$ cat config.mk
export PLATFORM = sky130hd
export DESIGN_NAME = k_group_stream_reverser_flat
export DESIGN_NICKNAME = d
export VERILOG_FILES = /design/src/hdl/kgsr_pkg.sv /design/src/hdl/kgsr_if.sv /design/src/hdl/kgsr_ram.sv /design/src/hdl/kgsr_front.sv /design/src/hdl/kgsr_cmd_q.sv /design/src/hdl/kgsr_back.sv /design/src/hdl/k_group_stream_reverser.sv /design/src/flat_wrapper.sv
export SDC_FILE = /design/constraint.sdc
export NUM_CORES = 1
export LEC_CHECK = 0
export BUFFER_PORTS_ARGS = -buffer_cell sky130_fd_sc_hd__buf_2
export CAP_MARGIN = 20
export CELL_PAD_IN_SITES_DETAIL_PLACEMENT = 1
export CELL_PAD_IN_SITES_GLOBAL_PLACEMENT = 1
export CORE_MARGIN = 2
export CORE_UTILIZATION = 58
export DETAILED_ROUTE_END_ITERATION = 8
export PLACE_DENSITY = 0.81
export REMOVE_ABC_BUFFERS = 1
export SYNTH_ARGS = -nofsm -noshare
export SYNTH_HDL_FRONTEND = slang
export SYNTH_HIERARCHICAL = 1
export SYNTH_SLANG_ARGS = --single-unit
$ cat constraint.sdc
create_clock -name i_clk -period 6.6 [get_ports i_clk]
set_input_delay 0.99 -clock i_clk [delete_from_list [all_inputs] [get_ports i_clk]]
set_output_delay 0.99 -clock i_clk [all_outputs]
set_load 0.005 [all_outputs]
$ cat src/hdl/kgsr_pkg.sv
// Shared constants and types for the k-group stream reverser.
package kgsr_pkg;

    localparam int MAX_GROUP_DEF  = 16;
    localparam int DATA_WIDTH_DEF = 32;

    // group size register
    localparam int          CFG_W          = 5;
    localparam logic [4:0]  GROUP_SIZE_RST = 5'd2;

    // bank release from the drain side back to the collect side
    typedef struct packed {
        logic valid;
        logic bank;
    } t_rel;

endpackage

$ cat src/hdl/kgsr_if.sv
// Stream interfaces for the input requests and the reordered results.
interface kgsr_in_if #(
    parameter int DATA_WIDTH = kgsr_pkg::DATA_WIDTH_DEF
);
    logic                         valid;
    logic                         ready;
    logic signed [DATA_WIDTH-1:0] value;
    logic                         end_of_sequence;

    modport source (output valid, output value, output end_of_sequence, input ready);
    modport sink   (input valid, input value, input end_of_sequence, output ready);
endinterface

interface kgsr_out_if #(
    parameter int DATA_WIDTH = kgsr_pkg::DATA_WIDTH_DEF
);
    logic                         valid;
    logic                         ready;
    logic signed [DATA_WIDTH-1:0] out_value;
    logic                         out_last;

    modport source (output valid, output out_value, output out_last, input ready);
    modport sink   (input valid, input out_value, input out_last, output ready);
endinterface

$ cat src/hdl/kgsr_ram.sv
// Generic single-write, single-read RAM with registered read data.
module kgsr_ram #(
    parameter int WIDTH = 32,
    parameter int DEPTH = 32,
    parameter int AW    = (DEPTH > 1) ? $clog2(DEPTH) : 1
) (
    input  logic             i_clk,
    input  logic             i_we,
    input  logic [AW-1:0]    i_waddr,
    input  logic [WIDTH-1:0] i_wdata,
    input  logic             i_re,
    input  logic [AW-1:0]    i_raddr,
    output logic [WIDTH-1:0] o_rdata
);

    logic [WIDTH-1:0] r_mem [DEPTH];
    logic [WIDTH-1:0] r_rdata;

    always_ff @(posedge i_clk) begin
        if (i_we) begin
            r_mem[i_waddr] <= i_wdata;
        end
        if (i_re) begin
            r_rdata <= r_mem[i_raddr];
        end
    end

    assign o_rdata = r_rdata;

endmodule

$ cat src/hdl/kgsr_front.sv
// Collect side: takes requests, writes them into the current bank, issues drain commands.
module kgsr_front #(
    parameter int  MAX_GROUP  = kgsr_pkg::MAX_GROUP_DEF,
    parameter int  DATA_WIDTH = kgsr_pkg::DATA_WIDTH_DEF,
    parameter int  CNT_W      = $clog2(MAX_GROUP + 1),
    parameter int  AW         = $clog2(2 * MAX_GROUP),
    parameter type t_cmd      = logic
) (
    input  logic                          i_clk,
    input  logic                          i_rst_n,
    input  logic                          i_cfg_we,
    input  logic [kgsr_pkg::CFG_W-1:0]    i_cfg_data,
    kgsr_in_if.sink                       i_in,
    input  kgsr_pkg::t_rel                i_rel,
    input  logic                          i_q_full,
    output logic                          o_push,
    output t_cmd                          o_cmd,
    output logic                          o_we,
    output logic [AW-1:0]                 o_waddr,
    output logic [DATA_WIDTH-1:0]         o_wdata
);
    import kgsr_pkg::*;

    logic [CFG_W-1:0] r_group_size;
    logic [CNT_W-1:0] r_fill, n_fill;
    logic             r_bank, n_bank;
    logic [1:0]       r_busy, n_busy;
    logic [CNT_W-1:0] k_eff;
    logic [CNT_W-1:0] cnt;
    logic             take;
    logic             full_grp;
    logic             flush;

    always_comb begin
        if (r_group_size == '0) begin
            k_eff = CNT_W'(1);
        end else if (32'(r_group_size) > MAX_GROUP) begin
            k_eff = CNT_W'(MAX_GROUP);
        end else begin
            k_eff = CNT_W'(r_group_size);
        end
    end

    assign i_in.ready = !r_busy[r_bank] && !i_q_full;
    assign take       = i_in.valid && i_in.ready;
    assign cnt        = r_fill + CNT_W'(1);
    assign full_grp   = cnt >= k_eff;
    assign flush      = full_grp || i_in.end_of_sequence;

    assign o_we    = take;
    assign o_waddr = AW'(r_bank ? MAX_GROUP : 0) + AW'(r_fill);
    assign o_wdata = DATA_WIDTH'(i_in.value);

    assign o_push      = take && flush;
    assign o_cmd.bank  = r_bank;
    assign o_cmd.count = cnt;
    assign o_cmd.rev   = full_grp;
    assign o_cmd.last  = i_in.end_of_sequence;

    always_comb begin
        n_fill = r_fill;
        n_bank = r_bank;
        n_busy = r_busy;
        if (i_rel.valid) begin
            n_busy[i_rel.bank] = 1'b0;
        end
        if (take) begin
            if (flush) begin
                n_fill         = '0;
                n_bank         = !r_bank;
                n_busy[r_bank] = 1'b1;
            end else begin
                n_fill = cnt;
            end
        end
    end

    always_ff @(posedge i_clk) begin
        if (!i_rst_n) begin
            r_group_size <= GROUP_SIZE_RST;
            r_fill       <= '0;
            r_bank       <= 1'b0;
            r_busy       <= '0;
        end else begin
            if (i_cfg_we) begin
                r_group_size <= i_cfg_data;
            end
            r_fill <= n_fill;
            r_bank <= n_bank;
            r_busy <= n_busy;
        end
    end

endmodule

$ cat src/hdl/kgsr_cmd_q.sv
// Two-entry command queue between the collect and drain sides.
module kgsr_cmd_q #(
    parameter type t_cmd = logic
) (
    input  logic i_clk,
    input  logic i_rst_n,
    input  logic i_push,
    input  t_cmd i_cmd,
    input  logic i_pop,
    output t_cmd o_cmd,
    output logic o_full,
    output logic o_empty
);

    t_cmd       r_slot [2];
    logic       r_wp;
    logic       r_rp;
    logic [1:0] r_cnt;
    logic       do_push;
    logic       do_pop;

    assign o_full  = r_cnt == 2'd2;
    assign o_empty = r_cnt == 2'd0;
    assign o_cmd   = r_slot[r_rp];
    assign do_push = i_push && !o_full;
    assign do_pop  = i_pop && !o_empty;

    always_ff @(posedge i_clk) begin
        if (do_push) begin
            r_slot[r_wp] <= i_cmd;
        end
    end

    always_ff @(posedge i_clk) begin
        if (!i_rst_n) begin
            r_wp  <= 1'b0;
            r_rp  <= 1'b0;
            r_cnt <= '0;
        end else begin
            if (do_push) begin
                r_wp <= !r_wp;
            end
            if (do_pop) begin
                r_rp <= !r_rp;
            end
            r_cnt <= r_cnt + {1'b0, do_push} - {1'b0, do_pop};
        end
    end

endmodule

$ cat src/hdl/kgsr_back.sv
// Drain side: walks one bank per command and presents results on the output stream.
module kgsr_back #(
    parameter int  MAX_GROUP  = kgsr_pkg::MAX_GROUP_DEF,
    parameter int  DATA_WIDTH = kgsr_pkg::DATA_WIDTH_DEF,
    parameter int  CNT_W      = $clog2(MAX_GROUP + 1),
    parameter int  AW         = $clog2(2 * MAX_GROUP),
    parameter type t_cmd      = logic
) (
    input  logic                  i_clk,
    input  logic                  i_rst_n,
    input  t_cmd                  i_cmd,
    input  logic                  i_q_empty,
    output logic                  o_pop,
    output kgsr_pkg::t_rel        o_rel,
    output logic                  o_re,
    output logic [AW-1:0]         o_raddr,
    input  logic [DATA_WIDTH-1:0] i_rdata,
    kgsr_out_if.source            o_out
);
    import kgsr_pkg::*;

    typedef enum logic [1:0] {
        S_IDLE = 2'b01,
        S_RUN  = 2'b10
    } t_state;

    t_state                  r_state;
    t_cmd                    r_cmd;
    logic [CNT_W-1:0]        r_idx;
    logic                    r_rd_pend;
    logic                    r_rd_last;
    logic                    r_out_v;
    logic [DATA_WIDTH-1:0]   r_out_value;
    logic                    r_out_last;
    logic                    issue;
    logic                    last_issue;
    logic [CNT_W-1:0]        pos;

    // one read in flight at a time, launched only when the output slot frees up
    assign issue      = (r_state == S_RUN) && !r_rd_pend && (!r_out_v || o_out.ready);
    assign last_issue = issue && (r_idx == r_cmd.count - CNT_W'(1));
    assign pos        = r_cmd.rev ? (r_cmd.count - CNT_W'(1) - r_idx) : r_idx;

    assign o_re      = issue;
    assign o_raddr   = AW'(r_cmd.bank ? MAX_GROUP : 0) + AW'(pos);
    assign o_pop     = (r_state == S_IDLE) && !i_q_empty;
    assign o_rel.valid = last_issue;
    assign o_rel.bank  = r_cmd.bank;

    assign o_out.valid     = r_out_v;
    assign o_out.out_value = r_out_value;
    assign o_out.out_last  = r_out_last;

    always_ff @(posedge i_clk) begin
        if (o_pop) begin
            r_cmd <= i_cmd;
        end
        if (issue) begin
            r_rd_last <= r_cmd.last && last_issue;
        end
        if (r_rd_pend) begin
            r_out_value <= i_rdata;
            r_out_last  <= r_rd_last;
        end
    end

    always_ff @(posedge i_clk) begin
        if (!i_rst_n) begin
            r_state   <= S_IDLE;
            r_idx     <= '0;
            r_rd_pend <= 1'b0;
            r_out_v   <= 1'b0;
        end else begin
            r_rd_pend <= issue;
            if (r_rd_pend) begin
                r_out_v <= 1'b1;
            end else if (o_out.ready) begin
                r_out_v <= 1'b0;
            end
            unique case (r_state)
                S_IDLE: begin
                    if (o_pop) begin
                        r_idx   <= '0;
                        r_state <= S_RUN;
                    end
                end
                S_RUN: begin
                    if (last_issue) begin
                        r_state <= S_IDLE;
                    end else if (issue) begin
                        r_idx <= r_idx + CNT_W'(1);
                    end
                end
                default: begin
                    r_state <= S_IDLE;
                end
            endcase
        end
    end

endmodule

$ cat src/hdl/k_group_stream_reverser.sv
// Top level of the k-group stream reverser.
//
//  channel    | dir | handshake          | payload
//  -----------+-----+--------------------+-----------------------------------
//  i_in       | in  | valid / ready      | value, end_of_sequence
//  o_out      | out | valid / ready      | out_value, out_last
//  i_cfg_*    | in  | write enable only  | group_size (5 bits)
//
// Each result passes through the RAM read register, then the output register;
// a new read is launched only after the previous result reaches the output.
// Two RAM banks alternate: a new group collects while the previous one drains;
// collection stalls only while both banks hold groups not yet fully drained.
// Reset (synchronous, active low) empties both banks and the command queue; no
// clearing pass is needed. group_size resets to 2.
module k_group_stream_reverser #(
    parameter int MAX_GROUP  = kgsr_pkg::MAX_GROUP_DEF,
    parameter int DATA_WIDTH = kgsr_pkg::DATA_WIDTH_DEF
) (
    input  logic                       i_clk,
    input  logic                       i_rst_n,
    input  logic                       i_cfg_we,
    input  logic [kgsr_pkg::CFG_W-1:0] i_cfg_data,
    kgsr_in_if.sink                    i_in,
    kgsr_out_if.source                 o_out
);
    import kgsr_pkg::*;

    localparam int CNT_W = $clog2(MAX_GROUP + 1);
    localparam int AW    = $clog2(2 * MAX_GROUP);

    typedef struct packed {
        logic             bank;
        logic [CNT_W-1:0] count;
        logic             rev;
        logic             last;
    } t_cmd;

    t_cmd                  push_cmd;
    t_cmd                  head_cmd;
    t_rel                  rel;
    logic                  push;
    logic                  pop;
    logic                  q_full;
    logic                  q_empty;
    logic                  we;
    logic [AW-1:0]         waddr;
    logic [DATA_WIDTH-1:0] wdata;
    logic                  re;
    logic [AW-1:0]         raddr;
    logic [DATA_WIDTH-1:0] rdata;

    kgsr_front #(
        .MAX_GROUP (MAX_GROUP),
        .DATA_WIDTH(DATA_WIDTH),
        .CNT_W     (CNT_W),
        .AW        (AW),
        .t_cmd     (t_cmd)
    ) u_front (
        .i_clk     (i_clk),
        .i_rst_n   (i_rst_n),
        .i_cfg_we  (i_cfg_we),
        .i_cfg_data(i_cfg_data),
        .i_in      (i_in),
        .i_rel     (rel),
        .i_q_full  (q_full),
        .o_push    (push),
        .o_cmd     (push_cmd),
        .o_we      (we),
        .o_waddr   (waddr),
        .o_wdata   (wdata)
    );

    kgsr_cmd_q #(
        .t_cmd(t_cmd)
    ) u_cmd_q (
        .i_clk  (i_clk),
        .i_rst_n(i_rst_n),
        .i_push (push),
        .i_cmd  (push_cmd),
        .i_pop  (pop),
        .o_cmd  (head_cmd),
        .o_full (q_full),
        .o_empty(q_empty)
    );

    kgsr_ram #(
        .WIDTH(DATA_WIDTH),
        .DEPTH(2 * MAX_GROUP),
        .AW   (AW)
    ) u_ram (
        .i_clk  (i_clk),
        .i_we   (we),
        .i_waddr(waddr),
        .i_wdata(wdata),
        .i_re   (re),
        .i_raddr(raddr),
        .o_rdata(rdata)
    );

    kgsr_back #(
        .MAX_GROUP (MAX_GROUP),
        .DATA_WIDTH(DATA_WIDTH),
        .CNT_W     (CNT_W),
        .AW        (AW),
        .t_cmd     (t_cmd)
    ) u_back (
        .i_clk    (i_clk),
        .i_rst_n  (i_rst_n),
        .i_cmd    (head_cmd),
        .i_q_empty(q_empty),
        .o_pop    (pop),
        .o_rel    (rel),
        .o_re     (re),
        .o_raddr  (raddr),
        .i_rdata  (rdata),
        .o_out    (o_out)
    );

    // a command is never dropped on a full queue
    a_no_push_full: assert property (@(posedge i_clk) disable iff (!i_rst_n)
        push |-> !q_full)
        else $error("command pushed into full queue");

    // the RAM is never read and written at the same address in one cycle
    a_no_rw_clash: assert property (@(posedge i_clk) disable iff (!i_rst_n)
        (we && re) |-> (waddr != raddr))
        else $error("bank written while being drained");

    // a bank is released only in a cycle that issues a read from it
    a_rel_after_pop: assert property (@(posedge i_clk) disable iff (!i_rst_n)
        rel.valid |-> re)
        else $error("bank released without a read");

    // after reset no result is offered
    a_out_idle_rst: assert property (@(posedge i_clk)
        !i_rst_n |=> !o_out.valid)
        else $error("output valid right after reset");

endmodule
$ cat src/flat_wrapper.sv
// flat-port wrapper written by rule: the top's interface ports become plain ports
module k_group_stream_reverser_flat import kgsr_pkg::*;
#(
    parameter int MAX_GROUP  = kgsr_pkg::MAX_GROUP_DEF,
    parameter int DATA_WIDTH = kgsr_pkg::DATA_WIDTH_DEF
)
  (i_clk, i_rst_n, i_cfg_we, i_cfg_data, i_in_valid, i_in_value, i_in_end_of_sequence, i_in_ready, o_out_valid, o_out_out_value, o_out_out_last, o_out_ready);
  kgsr_in_if #(.DATA_WIDTH(DATA_WIDTH)) i_in_i ();
  kgsr_out_if #(.DATA_WIDTH(DATA_WIDTH)) o_out_i ();
  input  logic i_clk;
  input  logic i_rst_n;
  input  logic i_cfg_we;
  input  logic [kgsr_pkg::CFG_W-1:0] i_cfg_data;
  input wire logic [$bits(i_in_i.valid)-1:0] i_in_valid;
  input wire logic [$bits(i_in_i.value)-1:0] i_in_value;
  input wire logic [$bits(i_in_i.end_of_sequence)-1:0] i_in_end_of_sequence;
  output wire logic [$bits(i_in_i.ready)-1:0] i_in_ready;
  output wire logic [$bits(o_out_i.valid)-1:0] o_out_valid;
  output wire logic [$bits(o_out_i.out_value)-1:0] o_out_out_value;
  output wire logic [$bits(o_out_i.out_last)-1:0] o_out_out_last;
  input wire logic [$bits(o_out_i.ready)-1:0] o_out_ready;
  assign i_in_i.valid = i_in_valid;
  assign i_in_i.value = i_in_value;
  assign i_in_i.end_of_sequence = i_in_end_of_sequence;
  assign i_in_ready = i_in_i.ready;
  assign o_out_valid = o_out_i.valid;
  assign o_out_out_value = o_out_i.out_value;
  assign o_out_out_last = o_out_i.out_last;
  assign o_out_i.ready = o_out_ready;
  k_group_stream_reverser #(.MAX_GROUP(MAX_GROUP), .DATA_WIDTH(DATA_WIDTH)) u_core (.i_clk(i_clk), .i_rst_n(i_rst_n), .i_cfg_we(i_cfg_we), .i_cfg_data(i_cfg_data), .i_in(i_in_i), .o_out(o_out_i));
endmodule
Yosys cells after proc, flatten, opt, wreduce, memory -nomap -nowiden
Memories as Yosys holds them, arrays and structs flattened. A register that Yosys moved wholly into a read port is not among the register bits.
Cells that the tools add are included.
{"block": "op_classes", "addsub": 8, "n_lt_le_gt_ge": 6, "eq_ne": 8, "n_mux": 28, "bitwise": 3, "n_reduce_logical": 29}
{"cell": "$mux W5", "n": 9}
{"cell": "$logic_and A1 B1 Y1", "n": 12}
{"cell": "$add A5 B1 Y5 const B", "n": 2}
{"cell": "$add A5 B5 Y5", "n": 2}
{"cell": "$mux W1", "n": 10}
{"cell": "$mux W2", "n": 5}
{"cell": "$pmux W5 S2", "n": 1}
{"cell": "$logic_not A1 Y1", "n": 8}
{"cell": "$ne A2 B2 Y1 const B", "n": 3}
{"cell": "$eq A5 B5 Y1", "n": 1}
{"cell": "$ge A5 B5 Y1", "n": 1}
{"cell": "$gt A5 B5 Y1 const B", "n": 1}
{"cell": "$logic_not A5 Y1", "n": 1}
{"cell": "$sub A5 B1 Y5 const B", "n": 1}
{"cell": "$sub A5 B5 Y5", "n": 1}
{"cell": "$eq A2 B2 Y1 const B", "n": 2}
{"cell": "$lt A1 B2 Y1 const B", "n": 2}
{"cell": "$pmux W2 S2", "n": 1}
{"cell": "$reduce_and A2 Y1", "n": 2}
{"cell": "$reduce_and A4 Y1", "n": 1}
{"cell": "$reduce_bool A2 Y1", "n": 2}
{"cell": "$add A2 B1 Y2", "n": 1}
{"cell": "$and A2 B2 Y2", "n": 1}
{"cell": "$demux W1 S1", "n": 2}
{"cell": "other kinds (8)", "n": 10}
{"block": "word_totals", "reg_bits": 60, "ram_bits": 1040, "in_bits": 43, "output_inout_bits": 35, "elab_cells": 98, "mem_count": 2}
{"name": "u_core.u_ram.r_mem", "depth": 32, "word_bits": 32, "rd": 1, "rd_clocked_by_memory_dff": 1, "write_ports": 1, "line_no": "kgsr_ram.sv:16", "text": "logic [WIDTH-1:0] r_mem [DEPTH];"}
{"name": "u_core.u_cmd_q.r_slot", "depth": 2, "word_bits": 8, "rd": 1, "rd_clocked_by_memory_dff": 1, "write_ports": 1, "line_no": "kgsr_cmd_q.sv:15", "text": "t_cmd r_slot [2];"}

Depth between registers and ports, before layout
{"block": "logic_depth", "depth_word": 10, "mapped_depth": 15, "ltp_nobuf": 15}

Modules after synthesis
Netlist, hierarchy kept.
{"mod": "kgsr_ram", "n_inst": 1, "cells_per_inst": 2260, "area_per_inst_um2": 40805.4, "seq_area_each_um2": 31710.4}
{"mod": "kgsr_back", "n_inst": 1, "cells_per_inst": 133, "area_per_inst_um2": 2004.4, "seq_area_each_um2": 1441.4}
{"mod": "kgsr_front", "n_inst": 1, "cells_per_inst": 126, "area_per_inst_um2": 1131.1, "seq_area_each_um2": 260.2}
{"mod": "kgsr_cmd_q", "n_inst": 1, "cells_per_inst": 52, "area_per_inst_um2": 812.0, "seq_area_each_um2": 580.6}

Least setup slack after synthesis
No wires, ideal clock.
{"block": "synth_timing", "kind": "in2reg", "startpoint": "in i_in_valid", "endpoint": "mem u_core.u_ram.r_mem[20][0], enable pin", "setup_time_ns": 0.421, "t_arrival_ns": 3.325, "required_ns": 6.179, "slack_ns": 2.854, "stages": 6, "path_buffers": 2, "path_cell_list": "nand2b_4 > nor2_4 > buf_6 > or3b_2 > clkbuf_1 > nor2_1"}
{"block": "synth_between", "elab_chain_len": 3}
{"element": "from (decl)", "line_no": "flat_wrapper.sv:14", "text": "input wire logic [$bits(i_in_i.valid)-1:0] i_in_valid;"}
{"element": "$logic_and A1 B1 Y1", "line_no": "kgsr_front.sv:45", "text": "assign take = i_in.valid && i_in.ready;"}
{"element": "via u_core.we", "line_no": "k_group_stream_reverser.sv:45", "text": "logic we;"}
{"element": "$mux W1", "line_no": "kgsr_ram.sv:20", "text": "if (i_we) begin"}
{"element": "$mux W1 (not written as such)", "line_no": "kgsr_ram.sv:21", "text": "r_mem[i_waddr] <= i_wdata;"}
{"element": "to (decl)", "line_no": "kgsr_ram.sv:16"}
The timed path passes the listed nets, and every way through them passes these cells.

Final worst setup path
{"block": "layout_timing", "startpoint": "reg u_core/u_back/r_cmd[2] (netlist name)", "endpoint": "reg u_core.u_ram.r_rdata[0], in the netlist u_core/u_ram/o_rdata[0], read port of u_core.u_ram.r_mem (data pin)"}
{"block": "layout_between", "elab_chain_len": 4}
{"element": "$sub A5 B1 Y5", "line_no": "kgsr_back.sv:42", "text": "assign pos = r_cmd.rev ? (r_cmd.count - CNT_W'(1) - r_idx) : r_idx;"}
{"element": "$sub A5 B5 Y5", "line_no": "kgsr_back.sv:42"}
{"element": "$mux W5", "line_no": "kgsr_back.sv:42"}
{"element": "$add A5 B5 Y5", "line_no": "kgsr_back.sv:45", "text": "assign o_raddr = AW'(r_cmd.bank ? MAX_GROUP : 0) + AW'(pos);"}
{"element": "via u_core.raddr[1]", "line_no": "k_group_stream_reverser.sv:49", "text": "logic [AW-1:0] raddr;"}
{"element": "to (decl)", "line_no": "kgsr_ram.sv:17", "text": "logic [WIDTH-1:0] r_rdata;"}
The timed path passes the listed nets, and every way through them passes these cells.
A chain may end at the register's enable or synchronous reset.

==> qor.yml <==
drt-initial-drc-count: 2793
finalNetCount: 2696
die_area_mm2: 0.0794
tns_ps: 0
endpoint_kind: "register"
port_buffers: 77
mostFrequentLayoutCell: "edfxtp_1"
grt_pass1_wl_mm: 180
dp.final_hpwl_mm: 65.9
yosysTopAreaCellShare: 0.747
p_leak_uw: 0.0167
startpoint_type: "register"
clock_sinks: 1141
hold_buffers: 0
grt_pass1_vias: 26100
drv_cap: 0
drive_above_1_share: 0.131
status: "finished clean"
arrival_ps: 4570
synth_area_mm2: 0.0448
hold_ws_ps: 418
cts_tree: "built"
core_mm2: 0.0762
worst-slew-pin-transition_ps: 1160
clk_pin_slew_ps: 60
fmaxAchievable_ghz: 0.240
clockBufferDepth: 3
track_usage: 0.315
avgSynthCellArea_um2: 17.4
drt_first_pass_iters: 6
finalSetupViolCount: 0
cts_root_buf: "clkbuf_16"
yosys-top-cells-area: "edfxtp_1 75%, mux2i_1 12%, a22oi_1 1.6%"
ctsResizeCount: 0
synth_edf_count: 1114
yosysWarnings: 6
cp_max_fo: 74
yosysUniqueCellTypes: 58
gp_congestion: 0.807
slew_headroom: 0.228
period_minus_slack_ps: 4160
ir_drop_uv: 454
powerDensity_mw_per_mm2: 448
synth-main-ff-cell: "edfxtp_1"
routedWlPerCell_um: 32.9
hold_viol_final: 0
io_pins: 78
syn2layout_area_growth_pct: 10.9
antenna_found_initial: 3
hold_class: "register to register"
vias_per_cell: 6.62
fin_worst_skew_ps: 30.2
fp.dieH_um: 282
die_w_um: 282
insertion_delay_ps: 700
fillers: 6448
async_flop_share: 0
path_class: "register to register"
slew_viol_final: 0
syn_inst: 2571
layout_common_cells: "1,114 x edfxtp_1, 521 x mux2i_1, 110 x clkbuf_16, 110 x nand2_1"
htreeDepth: 3
yosysSeqAreaShare: 0.760
grt.overflow.total: 0
synth_top_area_cell: "edfxtp_1"
totalWireLength_mm: 124
ant_nets: 0
post_cts.repair.setup_buffers: 0
rsz0062_at_grt: "no"
dr_total_vias: 24900
cts-buffers-inserted: 110
core.rowCount: 101
period_share: 0.630
grt_max_degree: 136
critPathRequiredTime_ps: 7010
start_util: 0.587
route.detailed.drc: 0
ys_ff_latch: 1141
[metal layers]
metal | part of all wire | wire [um] | global-route usage
met2 | 0.50 | 61600 | 0.521
met4 | 0.030 | 3700 | 0.114
met3 | 0.082 | 10200 | 0.0559
met1 | 0.39 | 48200 | 0.422
met5 | 0.00032 | 40 | 0
[final timing paths]
kind              slack (ps)                           end  depth (start not counted)                    start
setup reg to reg        2440       u_core/u_ram/o_rdata[0]                         10   u_core/u_back/r_cmd[2]
setup / recovery        2440       u_core/u_ram/o_rdata[0]                         10   u_core/u_back/r_cmd[2]
hold / removal           420  u_core/u_back/o_out.out_last                          0  u_core/u_back/r_rd_last
hold reg to reg          420  u_core/u_back/o_out.out_last                          0  u_core/u_back/r_rd_last
[critical path, cell delays in order, from the launching register on]
cell	delay, ps
edfxtp_1	400
inv_1	60
ha_1	340
fa_1	480
a21oi_1	470
and2_4	780
buf_12	490
a22o_1	240
nor3_1	70
a31oi_1	320
nand3_1	130
[flip-flops by register name, indices dropped and copies added, names as in the netlist, named ones only]
name	count
u_core/u_back/o_rel	1
u_core/u_cmd_q/r_slot	16
u_core/u_back/r_idx	5
u_core/u_back/o_out.out_last	1
u_core/u_cmd_q/r_rp	1
u_core/u_front/r_busy	2
u_core/u_back/r_rd_pend	1
u_core/u_back/r_cmd	7
u_core/u_back/r_state	2
u_core/u_front/r_group_size	5
u_core/u_back/r_rd_last	1
u_core/u_front/r_fill	5
u_core/u_back/o_out.out_value	32
u_core/u_ram/r_mem	1024
u_core/u_front/r_bank	1
u_core/u_back/o_out.valid	1
u_core/u_cmd_q/r_cnt	2
u_core/u_cmd_q/r_wp	1
u_core/u_ram/o_rdata	32
[synthesized netlist by cell type (3+ instances only)]
cell,instances
a211oi_2,5
a21o_1,3
a21oi_1,103
a22o_1,64
a22oi_1,96
a31oi_1,32
and2_1,6
and3_1,4
buf_1,5
buf_2,27
buf_4,74
buf_6,16
clkbuf_1,50
dfxtp_1,27
edfxtp_1,1114
ha_1,14
inv_1,16
mux2_2,8
mux2i_1,521
nand2_1,111
nand2b_1,8
nand3_1,102
nand3b_1,6
nand4_1,3
nor2_1,53
nor2b_1,5
nor3_1,38
o21a_1,4
o21ai_0,3
or3b_2,4
xnor2_1,7
xor2_1,8
[power breakdown]
group	switching (uW)	total (uW)	internal [uW]	leakage (uW)
logic	4920	7510	2590	0.00472
registers	133	8560	8420	0.0103
clock network	2720	6180	3460	0.00168
[cell families after synthesis]
family	Yosys count	share of synthesized area
DFF	1141	0.760
muxes	530	0.119
and+or+nand+nor	355	0.0377
AOI/OAI and AO/OA	323	0.0500
buffers and inverters	190	0.0257
xor gates and xnor gates	17	0.00366
adders and majority gates	15	0.00436
[layout make-up]
| class | count | area, um^2 | area share |
|---|---|---|---|
| diodes | 1 | 2.50 | 0.0000504 |
| clock buffers | 140 | 2870 | 0.0577 |
| clock inverters | 59 | 589 | 0.0119 |
| inverters | 16 | 60.1 | 0.00121 |
| multi-input cells | 1240 | 9890 | 0.199 |
| flip-flops and latches | 1141 | 34000 | 0.685 |
| well taps | 1030 | 1290 | 0.0260 |
| repair buffers | 129 | 933 | 0.0188 |
[stage by stage]
stage	std cells	setup slack (ps)	utilization	cell area [um^2]	total power [uW]
2_1_floorplan	2397	-32030	-	43700	13200
3_3_place_gp	3553	2650	0.605	46100	15600
3_5_place_dp	3553	2480	0.605	46100	15900
4_1_cts	3752	2460	0.650	49600	22200
5_1_grt	3755	2210	0.651	49600	22900
6_report	3756	2440	0.651	49600	22200
Note: power is estimated with default switching activity, not from simulation.
